$ cat src/rtl/core/lbba_pkg.sv
package lbba_pkg;

	localparam int SAMPLES_PER_READING = 8;

	localparam int ADC_W      = 12;
	localparam int MV_W       = 14;
	localparam int SUM_W      = 16;
	localparam int SCNT_W     = 4;
	localparam int TONE_W     = 8;
	localparam int PAT_W      = 16;
	localparam int LOWT_W     = 16;
	localparam int CFG_IDX_W  = 3;
	localparam int CFG_DATA_W = 16;

	localparam int SCALE_MUL   = 2475;
	localparam int SCALE_W     = 12;
	localparam int SCALE_SHIFT = 10;
	localparam int MV_MAX      = ((2 ** ADC_W - 1) * SCALE_MUL) / (2 ** SCALE_SHIFT);

	localparam logic [MV_W-1:0]   RST_LOW_THRESHOLD = MV_W'(6400);
	localparam logic [15:0]       RST_ALARM_DELAY   = 16'd5000;
	localparam logic [PAT_W-1:0]  RST_BEEP_ON       = PAT_W'(5000);
	localparam logic [PAT_W-1:0]  RST_BEEP_PERIOD   = PAT_W'(10000);
	localparam logic [TONE_W-1:0] RST_TONE_HALF     = TONE_W'(2);
	localparam logic [7:0]        RST_TICKS_PER_MS  = 8'd10;

	typedef enum logic [CFG_IDX_W-1:0] {
		REG_LOW_THRESHOLD = 3'd0,
		REG_ALARM_DELAY   = 3'd1,
		REG_BEEP_ON       = 3'd2,
		REG_BEEP_PERIOD   = 3'd3,
		REG_TONE_HALF     = 3'd4,
		REG_TICKS_PER_MS  = 3'd5
	} cfg_reg_t;

	typedef enum logic {
		CMD_TICK   = 1'b0,
		CMD_SAMPLE = 1'b1
	} cmd_t;

	typedef struct packed {
		logic [MV_W-1:0]   low_threshold_mv;
		logic [LOWT_W-1:0] alarm_delay_ms;
		logic [PAT_W-1:0]  beep_on_ticks;
		logic [PAT_W-1:0]  beep_period_ticks;
		logic [TONE_W-1:0] tone_half_ticks;
		logic [7:0]        ticks_per_ms;
	} cfg_t;

	typedef struct packed {
		logic tick;
		logic sample;
	} step_t;

endpackage

$ cat src/rtl/core/lbba_cfg_regs.sv
module lbba_cfg_regs
	import lbba_pkg::*;
(
	input  logic                  clk,
	input  logic                  arst_n,
	input  logic                  cfg_we,
	input  logic [CFG_IDX_W-1:0]  cfg_index,
	input  logic [CFG_DATA_W-1:0] cfg_wdata,
	output cfg_t                  cfg
);

	cfg_t cfg_q;

	always_ff @(posedge clk or negedge arst_n) begin
		if (!arst_n) begin
			cfg_q.low_threshold_mv  <= RST_LOW_THRESHOLD;
			cfg_q.alarm_delay_ms    <= RST_ALARM_DELAY;
			cfg_q.beep_on_ticks     <= RST_BEEP_ON;
			cfg_q.beep_period_ticks <= RST_BEEP_PERIOD;
			cfg_q.tone_half_ticks   <= RST_TONE_HALF;
			cfg_q.ticks_per_ms      <= RST_TICKS_PER_MS;
		end else if (cfg_we) begin
			case (cfg_index)
				REG_LOW_THRESHOLD: cfg_q.low_threshold_mv  <= cfg_wdata[MV_W-1:0];
				REG_ALARM_DELAY:   cfg_q.alarm_delay_ms    <= cfg_wdata[LOWT_W-1:0];
				REG_BEEP_ON:       cfg_q.beep_on_ticks     <= cfg_wdata[PAT_W-1:0];
				REG_BEEP_PERIOD:   cfg_q.beep_period_ticks <= cfg_wdata[PAT_W-1:0];
				REG_TONE_HALF:     cfg_q.tone_half_ticks   <= cfg_wdata[TONE_W-1:0];
				REG_TICKS_PER_MS:  cfg_q.ticks_per_ms      <= cfg_wdata[7:0];
				default: ;
			endcase
		end
	end

	assign cfg = cfg_q;

endmodule

$ cat src/rtl/core/lbba_adc_avg.sv
module lbba_adc_avg
	import lbba_pkg::*;
(
	input  logic             clk,
	input  logic             arst_n,
	input  step_t            step,
	input  logic [ADC_W-1:0] adc_sample,
	output logic [MV_W-1:0]  voltage_mv,
	output logic [MV_W-1:0]  voltage_mv_nxt
);

	logic [SUM_W-1:0]          sum_q;
	logic [SCNT_W-1:0]         cnt_q;
	logic [MV_W-1:0]           mv_q;
	logic [SUM_W-1:0]          sum_new;
	logic [SCNT_W:0]           cnt_new;
	logic [SUM_W-1:0]          avg_full;
	logic [ADC_W-1:0]          avg;
	logic [ADC_W+SCALE_W-1:0]  prod;
	logic                      done;

	always_comb begin
		sum_new  = sum_q + SUM_W'(adc_sample);
		cnt_new  = {1'b0, cnt_q} + 1'b1;
		done     = cnt_new >= (SCNT_W+1)'(SAMPLES_PER_READING);
		avg_full = sum_new / SUM_W'(SAMPLES_PER_READING);
		avg      = avg_full[ADC_W-1:0];
		prod     = (ADC_W+SCALE_W)'(avg) * (ADC_W+SCALE_W)'(SCALE_MUL);
		voltage_mv_nxt = (step.sample && done) ? prod[SCALE_SHIFT +: MV_W] : mv_q;
	end

	always_ff @(posedge clk or negedge arst_n) begin
		if (!arst_n) begin
			sum_q <= '0;
			cnt_q <= '0;
			mv_q  <= '0;
		end else if (step.sample) begin
			mv_q <= voltage_mv_nxt;
			if (done) begin
				sum_q <= '0;
				cnt_q <= '0;
			end else begin
				sum_q <= sum_new;
				cnt_q <= cnt_new[SCNT_W-1:0];
			end
		end
	end

	assign voltage_mv = mv_q;

endmodule

$ cat src/rtl/core/lbba_tick.sv
module lbba_tick
	import lbba_pkg::*;
(
	input  logic            clk,
	input  logic            arst_n,
	input  step_t           step,
	input  cfg_t            cfg,
	input  logic [MV_W-1:0] voltage_mv,
	output logic            buzzer_nxt,
	output logic            alarm_nxt
);

	logic [TONE_W-1:0] tone_cnt_q, tone_cnt_d, tone_inc;
	logic              tone_en_q, tone_en_d;
	logic              buzzer_q;
	logic [PAT_W-1:0]  pat_cnt_q, pat_cnt_d, pat_inc;
	logic [7:0]        sub_ms_q, sub_ms_d, sub_inc;
	logic [LOWT_W-1:0] low_time_q, low_time_d, low_inc;
	logic              alarm_q;

	always_comb begin
		tone_cnt_d = tone_cnt_q;
		buzzer_nxt = buzzer_q;
		tone_inc   = tone_cnt_q + 1'b1;
		if (step.tick) begin
			if (tone_en_q) begin
				if (tone_inc >= cfg.tone_half_ticks) begin
					tone_cnt_d = '0;
					buzzer_nxt = ~buzzer_q;
				end else begin
					tone_cnt_d = tone_inc;
				end
			end else begin
				buzzer_nxt = 1'b0;
			end
		end

		tone_en_d = tone_en_q;
		pat_cnt_d = pat_cnt_q;
		pat_inc   = pat_cnt_q + 1'b1;
		if (step.tick) begin
			if (!alarm_q) begin
				tone_en_d = 1'b0;
				pat_cnt_d = '0;
			end else if (pat_inc < cfg.beep_on_ticks) begin
				tone_en_d = 1'b1;
				pat_cnt_d = pat_inc;
			end else if (pat_inc < cfg.beep_period_ticks) begin
				tone_en_d = 1'b0;
				pat_cnt_d = pat_inc;
			end else begin
				pat_cnt_d = '0;
			end
		end

		sub_ms_d   = sub_ms_q;
		low_time_d = low_time_q;
		alarm_nxt  = alarm_q;
		sub_inc    = sub_ms_q + 1'b1;
		low_inc    = (&low_time_q) ? low_time_q : low_time_q + 1'b1;
		if (step.tick) begin
			if (sub_inc >= cfg.ticks_per_ms) begin
				sub_ms_d = '0;
				if (voltage_mv < cfg.low_threshold_mv) begin
					low_time_d = low_inc;
					if (low_inc > cfg.alarm_delay_ms)
						alarm_nxt = 1'b1;
				end else begin
					low_time_d = '0;
					alarm_nxt  = 1'b0;
				end
			end else begin
				sub_ms_d = sub_inc;
			end
		end
	end

	always_ff @(posedge clk or negedge arst_n) begin
		if (!arst_n) begin
			tone_cnt_q <= '0;
			tone_en_q  <= 1'b0;
			buzzer_q   <= 1'b0;
			pat_cnt_q  <= '0;
			sub_ms_q   <= '0;
			low_time_q <= '0;
			alarm_q    <= 1'b0;
		end else begin
			tone_cnt_q <= tone_cnt_d;
			tone_en_q  <= tone_en_d;
			buzzer_q   <= buzzer_nxt;
			pat_cnt_q  <= pat_cnt_d;
			sub_ms_q   <= sub_ms_d;
			low_time_q <= low_time_d;
			alarm_q    <= alarm_nxt;
		end
	end

endmodule

$ cat src/rtl/core/low_battery_beep_alarm_unit.sv
// Low-battery beep alarm. Each input beat is either a 100 us tick (cmd 0) or a
// raw 12-bit battery ADC sample (cmd 1); every beat yields exactly one result
// beat carrying the buzzer pin level, the latched alarm flag and the latest
// averaged battery voltage in millivolts (0 until the first full group of
// eight samples). The block takes one beat per clock while its result is not
// stalled: a beat lands in an input register, and when it advances the tick and
// averaging state update in the same cycle as the result is captured in an output
// register; a stalled result holds only the input register behind it. Configuration
// writes take effect on the next beat and are meant for idle periods.
module low_battery_beep_alarm_unit
	import lbba_pkg::*;
(
	input  logic                  clk,
	input  logic                  arst_n,
	input  logic                  cfg_we,
	input  logic [CFG_IDX_W-1:0]  cfg_index,
	input  logic [CFG_DATA_W-1:0] cfg_wdata,
	input  logic                  in_valid,
	output logic                  in_stall,
	input  logic                  cmd,
	input  logic [ADC_W-1:0]      adc_sample,
	output logic                  out_valid,
	input  logic                  out_stall,
	output logic                  buzzer_level,
	output logic                  alarm_active,
	output logic [MV_W-1:0]       battery_mv
);

	cfg_t             cfg;
	step_t            step;
	logic             valid_s1;
	logic             cmd_s1;
	logic [ADC_W-1:0] adc_s1;
	logic             s1_adv;
	logic             in_acc;
	logic             out_valid_q;
	logic             buzzer_level_q;
	logic             alarm_active_q;
	logic [MV_W-1:0]  battery_mv_q;
	logic             buzzer_nxt;
	logic             alarm_nxt;
	logic [MV_W-1:0]  voltage_mv;
	logic [MV_W-1:0]  voltage_mv_nxt;

	assign s1_adv   = valid_s1 && (!out_valid_q || !out_stall);
	assign in_stall = valid_s1 && !s1_adv;
	assign in_acc   = in_valid && !in_stall;
	assign step     = {s1_adv && (cmd_s1 == CMD_TICK), s1_adv && (cmd_s1 == CMD_SAMPLE)};

	always_ff @(posedge clk or negedge arst_n) begin
		if (!arst_n) begin
			valid_s1    <= 1'b0;
			out_valid_q <= 1'b0;
		end else begin
			if (in_acc)
				valid_s1 <= 1'b1;
			else if (s1_adv)
				valid_s1 <= 1'b0;
			if (s1_adv)
				out_valid_q <= 1'b1;
			else if (!out_stall)
				out_valid_q <= 1'b0;
		end
	end

	always_ff @(posedge clk) begin
		if (in_acc) begin
			cmd_s1 <= cmd;
			adc_s1 <= adc_sample;
		end
		if (s1_adv) begin
			buzzer_level_q <= buzzer_nxt;
			alarm_active_q <= alarm_nxt;
			battery_mv_q   <= voltage_mv_nxt;
		end
	end

	assign out_valid    = out_valid_q;
	assign buzzer_level = buzzer_level_q;
	assign alarm_active = alarm_active_q;
	assign battery_mv   = battery_mv_q;

	lbba_cfg_regs u_cfg (
		.clk       (clk),
		.arst_n    (arst_n),
		.cfg_we    (cfg_we),
		.cfg_index (cfg_index),
		.cfg_wdata (cfg_wdata),
		.cfg       (cfg)
	);

	lbba_adc_avg u_adc (
		.clk            (clk),
		.arst_n         (arst_n),
		.step           (step),
		.adc_sample     (adc_s1),
		.voltage_mv     (voltage_mv),
		.voltage_mv_nxt (voltage_mv_nxt)
	);

	lbba_tick u_tick (
		.clk        (clk),
		.arst_n     (arst_n),
		.step       (step),
		.cfg        (cfg),
		.voltage_mv (voltage_mv),
		.buzzer_nxt (buzzer_nxt),
		.alarm_nxt  (alarm_nxt)
	);

	a_stall_has_beat: assert property (@(posedge clk) disable iff (!arst_n)
		in_stall |-> valid_s1)
		else $error("input stalled with empty input register");

	a_adv_gives_result: assert property (@(posedge clk) disable iff (!arst_n)
		s1_adv |=> out_valid)
		else $error("advanced beat produced no result");

	a_mv_in_range: assert property (@(posedge clk) disable iff (!arst_n)
		out_valid |-> (int'(battery_mv) <= MV_MAX))
		else $error("battery voltage out of range");

	a_one_step: assert property (@(posedge clk) disable iff (!arst_n)
		!(step.tick && step.sample))
		else $error("tick and sample stepped together");

endmodule

$ cat config.mk
export PLATFORM = sky130hd
export DESIGN_NAME = low_battery_beep_alarm_unit
export DESIGN_NICKNAME = d
export VERILOG_FILES = /design/src/rtl/core/lbba_pkg.sv /design/src/rtl/core/lbba_cfg_regs.sv /design/src/rtl/core/lbba_adc_avg.sv /design/src/rtl/core/lbba_tick.sv /design/src/rtl/core/low_battery_beep_alarm_unit.sv
export SDC_FILE = /design/constraint.sdc
export NUM_CORES = 1
export LEC_CHECK = 0
export ABC_AREA = 0
export BUFFER_PORTS_ARGS = -buffer_cell sky130_fd_sc_hd__buf_2
export CAP_MARGIN = 20
export CELL_PAD_IN_SITES_DETAIL_PLACEMENT = 0
export CELL_PAD_IN_SITES_GLOBAL_PLACEMENT = 1
export CORE_MARGIN = 3
export CORE_UTILIZATION = 35
export CTS_CLUSTER_DIAMETER = 200
export DETAILED_ROUTE_END_ITERATION = 16
export PLACE_DENSITY_LB_ADDON = 0.3
export SETUP_SLACK_MARGIN = 0.1
export SLEW_MARGIN = 20
export SYNTH_ARGS = -nofsm -noshare
export SYNTH_HDL_FRONTEND = slang
export SYNTH_HIERARCHICAL = 1
export SYNTH_SLANG_ARGS = --single-unit
export TNS_END_PERCENT = 1
$ cat constraint.sdc
create_clock -name clk -period 10.45 [get_ports clk]
set_input_delay 1.045 -clock clk [delete_from_list [all_inputs] [get_ports clk]]
set_output_delay 1.045 -clock clk [all_outputs]
set_load 0.02 [all_outputs]
# == After elaboration in Yosys (flattened, before gate mapping) ==
# Cells that the tools add are included.
# word_totals
regBits,194
in_bits,37
output_inout_bits,18
wordCells,93
# classes
addsub,6
mul,1
magnitude_cmp,7
n_eq_ne,7
n_mux,24
n_bitwise,2
n_reduce_logical,23
# ops
operator,count
16-bit two-way mux,6
"16-bit by 1-bit adder with 16-bit output, second input constant",2
16-bit < comparator,2
"12-bit by 12-bit multiplier with 24-bit output, second input constant",1
2-bit AND reduction,9
16-bit by 12-bit adder with 16-bit output,1
"8-bit by 1-bit adder with 8-bit output, second input constant",2
8-bit >= comparator,2
16-bit > comparator,1
8-bit two-way mux,2
16-bit AND reduction,1
14-bit < comparator,1
1-bit two-way mux,14
14-bit two-way mux,1
"3-bit by 2-bit equality test with 1-bit output, second input constant",2
"3-bit equality test, second input constant",2
1-bit logical AND,6
"4-bit by 1-bit adder with 5-bit output, second input constant",1
"5-bit by 4-bit >= comparator with 1-bit output, second input constant",1
1-bit zero test,4
4-bit two-way mux,1
"3-bit by 1-bit equality test with 1-bit output, second input constant",1
3-bit zero test,1
"3-bit inequality test, second input constant",1
4 further kinds,5

# == Depth between registers and ports, before layout ==
# Gate-level depths: netlist of run 1.
# depth
word_depth,8
ltp_mapped,25
ltp_nobuf,24

# == By module ==
# Netlist of run 1, hierarchy kept.
# modules_own_cells
module,instances,cells_each,area_each_um2,seq_area_each_um2
lbba_adc_avg,1,546,4949.7,825.8
lbba_tick,1,599,4885.9,1276.2
lbba_cfg_regs,1,169,3109.2,1978.1
low_battery_beep_alarm_unit,1,40,980.9,920.9

# == Worst setup path before layout of run 1 ==
# OpenSTA, ideal clock, no wires.
# synth_timing
path_type,reg-to-reg
start,register u_adc.sum_q[0]
end,"register battery_mv_q[5], in the netlist battery_mv[5], data pin"
setup_time_ns,0.264
t_arrival_ns,5.793
required_ns,10.186
path_slack_ns,4.393
path_stages_with_launch,25
n_path_buf,0
synth_period_minus_slack_ns,6.057
path_cell_list,dfrtp_1 -> ha_1 -> inv_1 -> fa_1 -> nand2b_1 -> a21oi_1 -> o211ai_2 -> o31ai_4 -> xor2_1 -> ha_1 -> inv_1 -> fa_1 -> fa_1 -> inv_1 -> fa_1 -> inv_1 -> fa_1 -> inv_1 -> ha_1 -> a21oi_1 -> nor2_1 -> or3_1 -> a21oi_2 -> xor2_1 -> o21ai_1
# synth_between
elab_chain_len,3
# synth_rtl
element,line,rtl
start: declaration,lbba_adc_avg.sv:12,logic [SUM_W-1:0] sum_q;
start signal: assignment,lbba_adc_avg.sv:43,sum_q <= sum_new;
16-bit by 12-bit adder with 16-bit output,lbba_adc_avg.sv:23,sum_new = sum_q + SUM_W'(adc_sample);
12-bit by 12-bit multiplier with 24-bit output,lbba_adc_avg.sv:28,prod = (ADC_W+SCALE_W)'(avg) * (ADC_W+SCALE_W)'(SCALE_MUL);
14-bit two-way mux,lbba_adc_avg.sv:29,voltage_mv_nxt = (step.sample && done) ? prod[SCALE_SHIFT +: MV_W] : mv_q;
via voltage_mv_nxt[5],low_battery_beep_alarm_unit.sv:43,logic [MV_W-1:0] voltage_mv_nxt;
end signal: assignment,low_battery_beep_alarm_unit.sv:74,battery_mv_q <= voltage_mv_nxt;
end: declaration,low_battery_beep_alarm_unit.sv:39,logic [MV_W-1:0] battery_mv_q;
# The timed path passes the listed nets, and every way through them passes these cells.
# A chain may end at the register's enable or synchronous reset.

# == Final worst setup path of run 1 ==
# Same ends and word-level chain as after synthesis.

==> flow_summary.toml, run 1 <==
[clock_network]
post_cts_buffers = 0
numCtsBuffers = 17
clockBufferDepth = 2
clock-root-buffer = "clkbuf_16"
clk_pin_slew_worst_paths_ns = 0.07
htree_levels = 4
ctsHoldBuffers = 0
ctsResizeCount = 0
cts_tree = "yes"
cts_sinks = 193
clock_latency_ns = 0.46

[critical_path]
crit_required_ns = 10.64
slowest_stage = "o311ai_1"
endpoint_kind = "register"
start_kind = "register"
cp_slowest_stage_delay_ns = 0.65
cp_num_buf_inv = 5
cp_top_family = "adder cells"
crit_arrival_ns = 6.79
crit_type = "reg -> reg"
worstPathCellList = "ha_1, inv_1, fa_1, nand2b_1, a21oi_1, o211ai_2, o311ai_1, ha_1, inv_1, fa_1, fa_1, inv_1, fa_1, inv_1, fa_1, inv_1, ha_1, a21oi_1, nor2_1, or3_1, a21oi_2, xor2_1, o21ai_1"
crit_fanout = 5

[floorplan]
die_area_sq_um = 42200
start_util_pct = 35.7
die_w_microns = 205
core_area_sq_um = 39000
chipHeight_microns = 205
io-pin-count = 55
rows = 72

[layout]
area_growth_pct = 9.64
fin_area_sq_um = 15300
fill_cells = 3852
layout.nets = 1647
n_antenna_cell = 0
drive_gt1_share_pct = 15.8

[global_routing]
grt_pass1_wl_mm = 52.7
grt_usage_pct = 15.8
grtUsageMet2_pct = 26.5
use_met3_pct = 2.82
grt.busiest_layer = "met2"
grt_pass1_vias = 9961
grt_max_degree = 99
antenna_found_initial = 3
met1_usage_pct = 21.6
grt_overflow_total = 0

[timing]
fin_crit_sh_pct = 63.1
tightest_slew_ns = 1.07
setup_viol = 0
rsz0062_at_grt = "false"
slew_headroom_pct = 28.5
fin_crit_ns = 6.60
clock_skew_ns = 0.0142
setup-tns-final_ns = 0
max_freq_ghz = 0.152
slew_violations = 0
timing.final.hold_violations = 0

[synthesis]
postSynthCellCount = 1354
synth.most_common_cell = "inv_1"
yosys_warnings = 6
syn_nets = 1605
synth-async-reset-ratio_pct = 85.0
synth_edf_count = 29
synth.area.top_cells = "dfrtp_1, ha_1, edfxtp_1"
netlist_area_sq_um = 13900
yosys.area.top_type_share_pct = 25.7
yosysSeqAreaShare_pct = 35.9
avgSynthCellArea_sq_um = 10.3
ys.flop_type = "dfrtp_1"
ys_types = 94
yosysTopAreaCell = "dfrtp_1"
ys_ff_latch = 193
synthTopCellsByCount = "inv_1, ha_1, dfrtp_1"

[placed_design]
dp_hpwl_mm = 24.4
dpl-instance-area_sq_um = 14700
port-buffer-count = 54
gp_congestion = 0.860

[detailed_routing]
drt-initial-drc-count = 517
wl_mm = 32.1
drc_errors = 0
first_pass_iters = 5
postRouteAntennaNets = 0
vias = 9666
wire_per_inst_microns = 16.6
viasPerCell = 5.02

[run_status]
status = "completed"

[flow_run]
max_cap_violations = 0

[worst_hold_path]
min_path_type = "reg -> reg"
path summary, 6_finish.rpt:
check / startpoint / end / slack, ns / cells past startpoint
setup / recovery: u_adc/sum_q[0] / battery_mv[5] / 3.85 / 23
setup reg to reg: u_adc/sum_q[0] / battery_mv[5] / 3.85 / 23
max in group asynchronous: arst_n / u_adc/sum_q[11] / 8.25 / 2
hold / removal: u_cfg/cfg[10] / u_cfg/cfg[10] / 0.49 / 1
hold reg to reg: u_cfg/cfg[10] / u_cfg/cfg[10] / 0.49 / 1
min in group asynchronous: arst_n / u_tick/pat_cnt_q[14] / 0.64 / 1
registers in the layout, summed over array words and instances, names as in the netlist:
| register | flops |
|---|---|
| out_valid | 1 |
| u_tick/buzzer_q | 1 |
| cmd_s1 | 1 |
| u_tick/pat_cnt_q | 16 |
| u_tick/low_time_q | 16 |
| adc_s1 | 12 |
| battery_mv | 14 |
| u_tick/alarm_q | 1 |
| valid_s1 | 1 |
| u_tick/tone_cnt_q | 8 |
| buzzer_level | 1 |
| u_adc/sum_q | 15 |
| alarm_active | 1 |
| u_adc/cnt_q | 4 |
| u_adc/voltage_mv | 14 |
| u_tick/tone_en_q | 1 |
| u_tick/sub_ms_q | 8 |
| u_cfg/cfg | 78 |
placed cells by master (no fill, tap or decap), types with 7 or more instances in the layout:
cell,n
clkbuf_16,17
nor2b_1,8
a22o_1,14
nor3_1,19
fa_1,42
nand4_1,25
buf_4,7
buf_2,53
o211ai_1,15
and2_1,7
xnor2_1,39
xor2_1,18
dfrtp_1,143
mux2_2,57
mux2_4,20
and3_1,12
nand3_1,40
nand2b_1,13
dfstp_2,21
edfxtp_1,29
inv_1,187
ha_1,172
a21o_1,13
nor2_1,32
o2bb2ai_1,17
o21ai_0,58
a21oi_1,60
o21ai_1,13
o31ai_1,9
o21bai_1,7
nand2_1,111
metrics by stage:
| stage | cells | setup WS [ns] | util (%) | hold slack, ns |
|---|---|---|---|---|
| after floorplan | 1354 | 4.39 | - | 0.458 |
| after global routing | 1927 | 3.39 | 39.1 | 0.510 |
| after CTS | 1927 | 3.84 | 39.1 | 0.499 |
| after global placement | 1895 | 3.95 | 37.7 | 0.471 |
| final | 1927 | 3.85 | 39.1 | 0.494 |
| after detailed placement | 1895 | 3.83 | 37.7 | 0.477 |
layout make-up:
type,count,area (sq um),share of cell area [%]
inverter,189,709,4.65
timing repair buffer,61,329,2.16
clock buffer,19,443,2.90
tap,518,648,4.24
sequential,193,5000,32.8
multi-input combinational,934,8010,52.5
clock inverter,13,128,0.836
logic make-up (layout without fill, tap and decap cells):
family                   count (synthesis)  after routing  share of synthesized area, %
flip-flops                             193            193                          35.9
adder cells (fa/ha/maj)                214            214                          21.5
XOR/XNOR                                57             57                          3.58
multiplexers                            86             86                          7.45
buffers and inverters                  227            282                          6.68
AO/OA/AOI/OAI                          268            268                          13.1
AND/OR/NAND/NOR                        309            309                          11.8
per-layer routing:
| metal | wire length [microns] | up-vias | part of all wire, % |
|---|---|---|---|
| met4 | 336 | 0 | 1.0 |
| met1 | 15500 | 4662 | 48 |
| met2 | 15200 | 125 | 48 |
| met3 | 957 | 29 | 3.0 |
| li1 | - | 4850 | - |
| met5 | 0 | - | 0 |
Power of run 1 is not shown: default switching activity piles up to over one toggle a cycle in this logic, so the estimate is an artifact.
==> run 2, diff against run 1 <==
clock period = 6.6 ns   (was 10.45 ns; I/O delays follow)
==> run 2 against run 1 <==
- worst setup slack worse by 3.5 ns
- first-iteration DRC count down 21%
- cell count up 0.88%
- non-clock buffer count up 16
- wire length down 0.83%
- clock skew up 0.0071 ns
- die area unchanged
- register-to-register slack worse by 3.5 ns
- worst hold slack worse by 0.19 ns
- largest cell class unchanged
- highest routed layer unchanged
==> flow_summary.toml, run 2 (synthesis gave the netlist of run 1 again) <==
[run_status]
status = "completed"

[timing]
fin_crit_ns = 6.25
tightest_slew_ns = 1.04
max_freq_ghz = 0.160
slew_headroom_pct = 30.4
setup-tns-final_ns = 0
fin_crit_sh_pct = 94.6
slew_violations = 0
timing.final.hold_violations = 0
clock_skew_ns = 0.0214
worst_slack_ns = 0.355
whs_ns = 0.308
rsz0062_at_grt = "true"
setup_viol = 0

[global_routing]
grt_pass1_vias = 9972
grt_usage_pct = 15.7
grt_pass1_wl_mm = 52.7
grt_max_degree = 98
grt_overflow_total = 0
antenna_found_initial = 3

[layout]
layout_common_cells = "inv_1, ha_1, dfrtp_1"
layout.nets = 1663
final_common_cell = "inv_1"
largest_reg_flops = 78
drive_gt1_share_pct = 16.9
fin_area_sq_um = 15400
area_growth_pct = 10.5

[detailed_routing]
postRouteAntennaNets = 0
drt-initial-drc-count = 407
vias = 9722
first_pass_iters = 4
viasPerCell = 5.00
wl_mm = 31.8
wire_per_inst_microns = 16.4
drc_errors = 0

[floorplan]
core_area_sq_um = 39000
start_util_pct = 35.7
chipHeight_microns = 205
rows = 72
die_area_sq_um = 42200
die_w_microns = 205
io-pin-count = 55

[placed_design]
gp_congestion = 0.870
dpl-instance-area_sq_um = 14800
port-buffer-count = 54
dpl_worst_slack_ns = 0.206
dp_hpwl_mm = 24.4

[critical_path]
endpoint_kind = "register"
cp_slowest_stage_delay_ns = 0.53
crit_type = "reg -> reg"
crit_arrival_ns = 6.41
crit_required_ns = 6.76
start_kind = "register"
worstPathCellList = "ha_1, inv_1, fa_1, nand2b_1, a21oi_2, o211ai_2, o31ai_4, xor2_1, ha_1, inv_1, fa_1, fa_1, inv_1, fa_1, inv_1, fa_1, inv_1, ha_1, a21oi_1, nor2_2, or3_1, a21oi_4, xor2_1, o21ai_1"
crit_fanout = 5
slowest_stage = "fa_1"

[clock_network]
clk_pin_slew_worst_paths_ns = 0.09
clock_latency_ns = 0.45
htree_levels = 4
cts_sinks = 193
cts_tree = "yes"
ctsHoldBuffers = 0
numCtsBuffers = 17
clockBufferDepth = 2
clock-root-buffer = "clkbuf_16"

[flow_run]
max_cap_violations = 0

[worst_hold_path]
min_path_type = "in -> async"
## run 2: changes by cell type in the layout (fill, tap and decap cells not counted), sizes merged
| cell | delta |
|---|---|
| inv | +2 |
| clkinv | +1 |
| clkinvlp | -2 |
| buf | +16 |
| bufinv | -1 |
| diode | +1 |
## run 2: worst max-delay path, delay by kind of cell (launching register included)
kind            cells  cell delay (ns)
compound gates      6             1.14
xor+xnor            2             0.44
fa+ha+maj           8             3.10
buf+inv             5             0.26
flops               1             0.37
simple gates        3             0.66
## run 2: final cells by class
class,count,area (sq um)
fillers,3839,23600
clock inverters,13,105
clock buffers,19,433
repair buffers,77,449
diodes,1,2.50
multi-input cells,934,8040
inverters,189,709
well taps,518,648
flip-flops and latches,193,5000
## run 2: metrics by stage
step | utilization [%] | instances
after detailed placement | 38.0 | 1910
after floorplan | - | 1354
after global routing | 39.4 | 1943
after CTS | 39.3 | 1942
after global placement | 38.0 | 1910
final | 39.4 | 1944
## run 2: per-layer routing
metal  global-route usage [%]  part of all wire, %  vias to the layer above
met3                     2.80                  2.8                       27
met4                     3.30                  1.5                        0
li1                         -                    -                     4880
met2                     26.7                   48                      101
met1                     20.9                   48                     4714
met5                        0                    0                        -
## run 2: timing repair
item / in CTS / in global routing
gates resized for setup: 0 / 4
setup buffers: 0 / 1
endpoints found under the setup margin: 0 / 15
## run 2: path summary, 6_finish.rpt
path	start	to	slack [ns]	cells after the start
worst max-delay path	u_adc/sum_q[0]	battery_mv[5]	0.35	24
min in group clk	adc_sample[2]	adc_s1[2]	0.39	1
worst max register to register	u_adc/sum_q[0]	battery_mv[5]	0.35	24
max in group asynchronous	arst_n	u_adc/sum_q[12]	4.78	2
worst min-delay path	arst_n	u_tick/tone_en_q	0.31	1
worst min register to register	u_adc/sum_q[2]	u_adc/sum_q[2]	0.49	1
Power of run 2 is left out for the same reason.
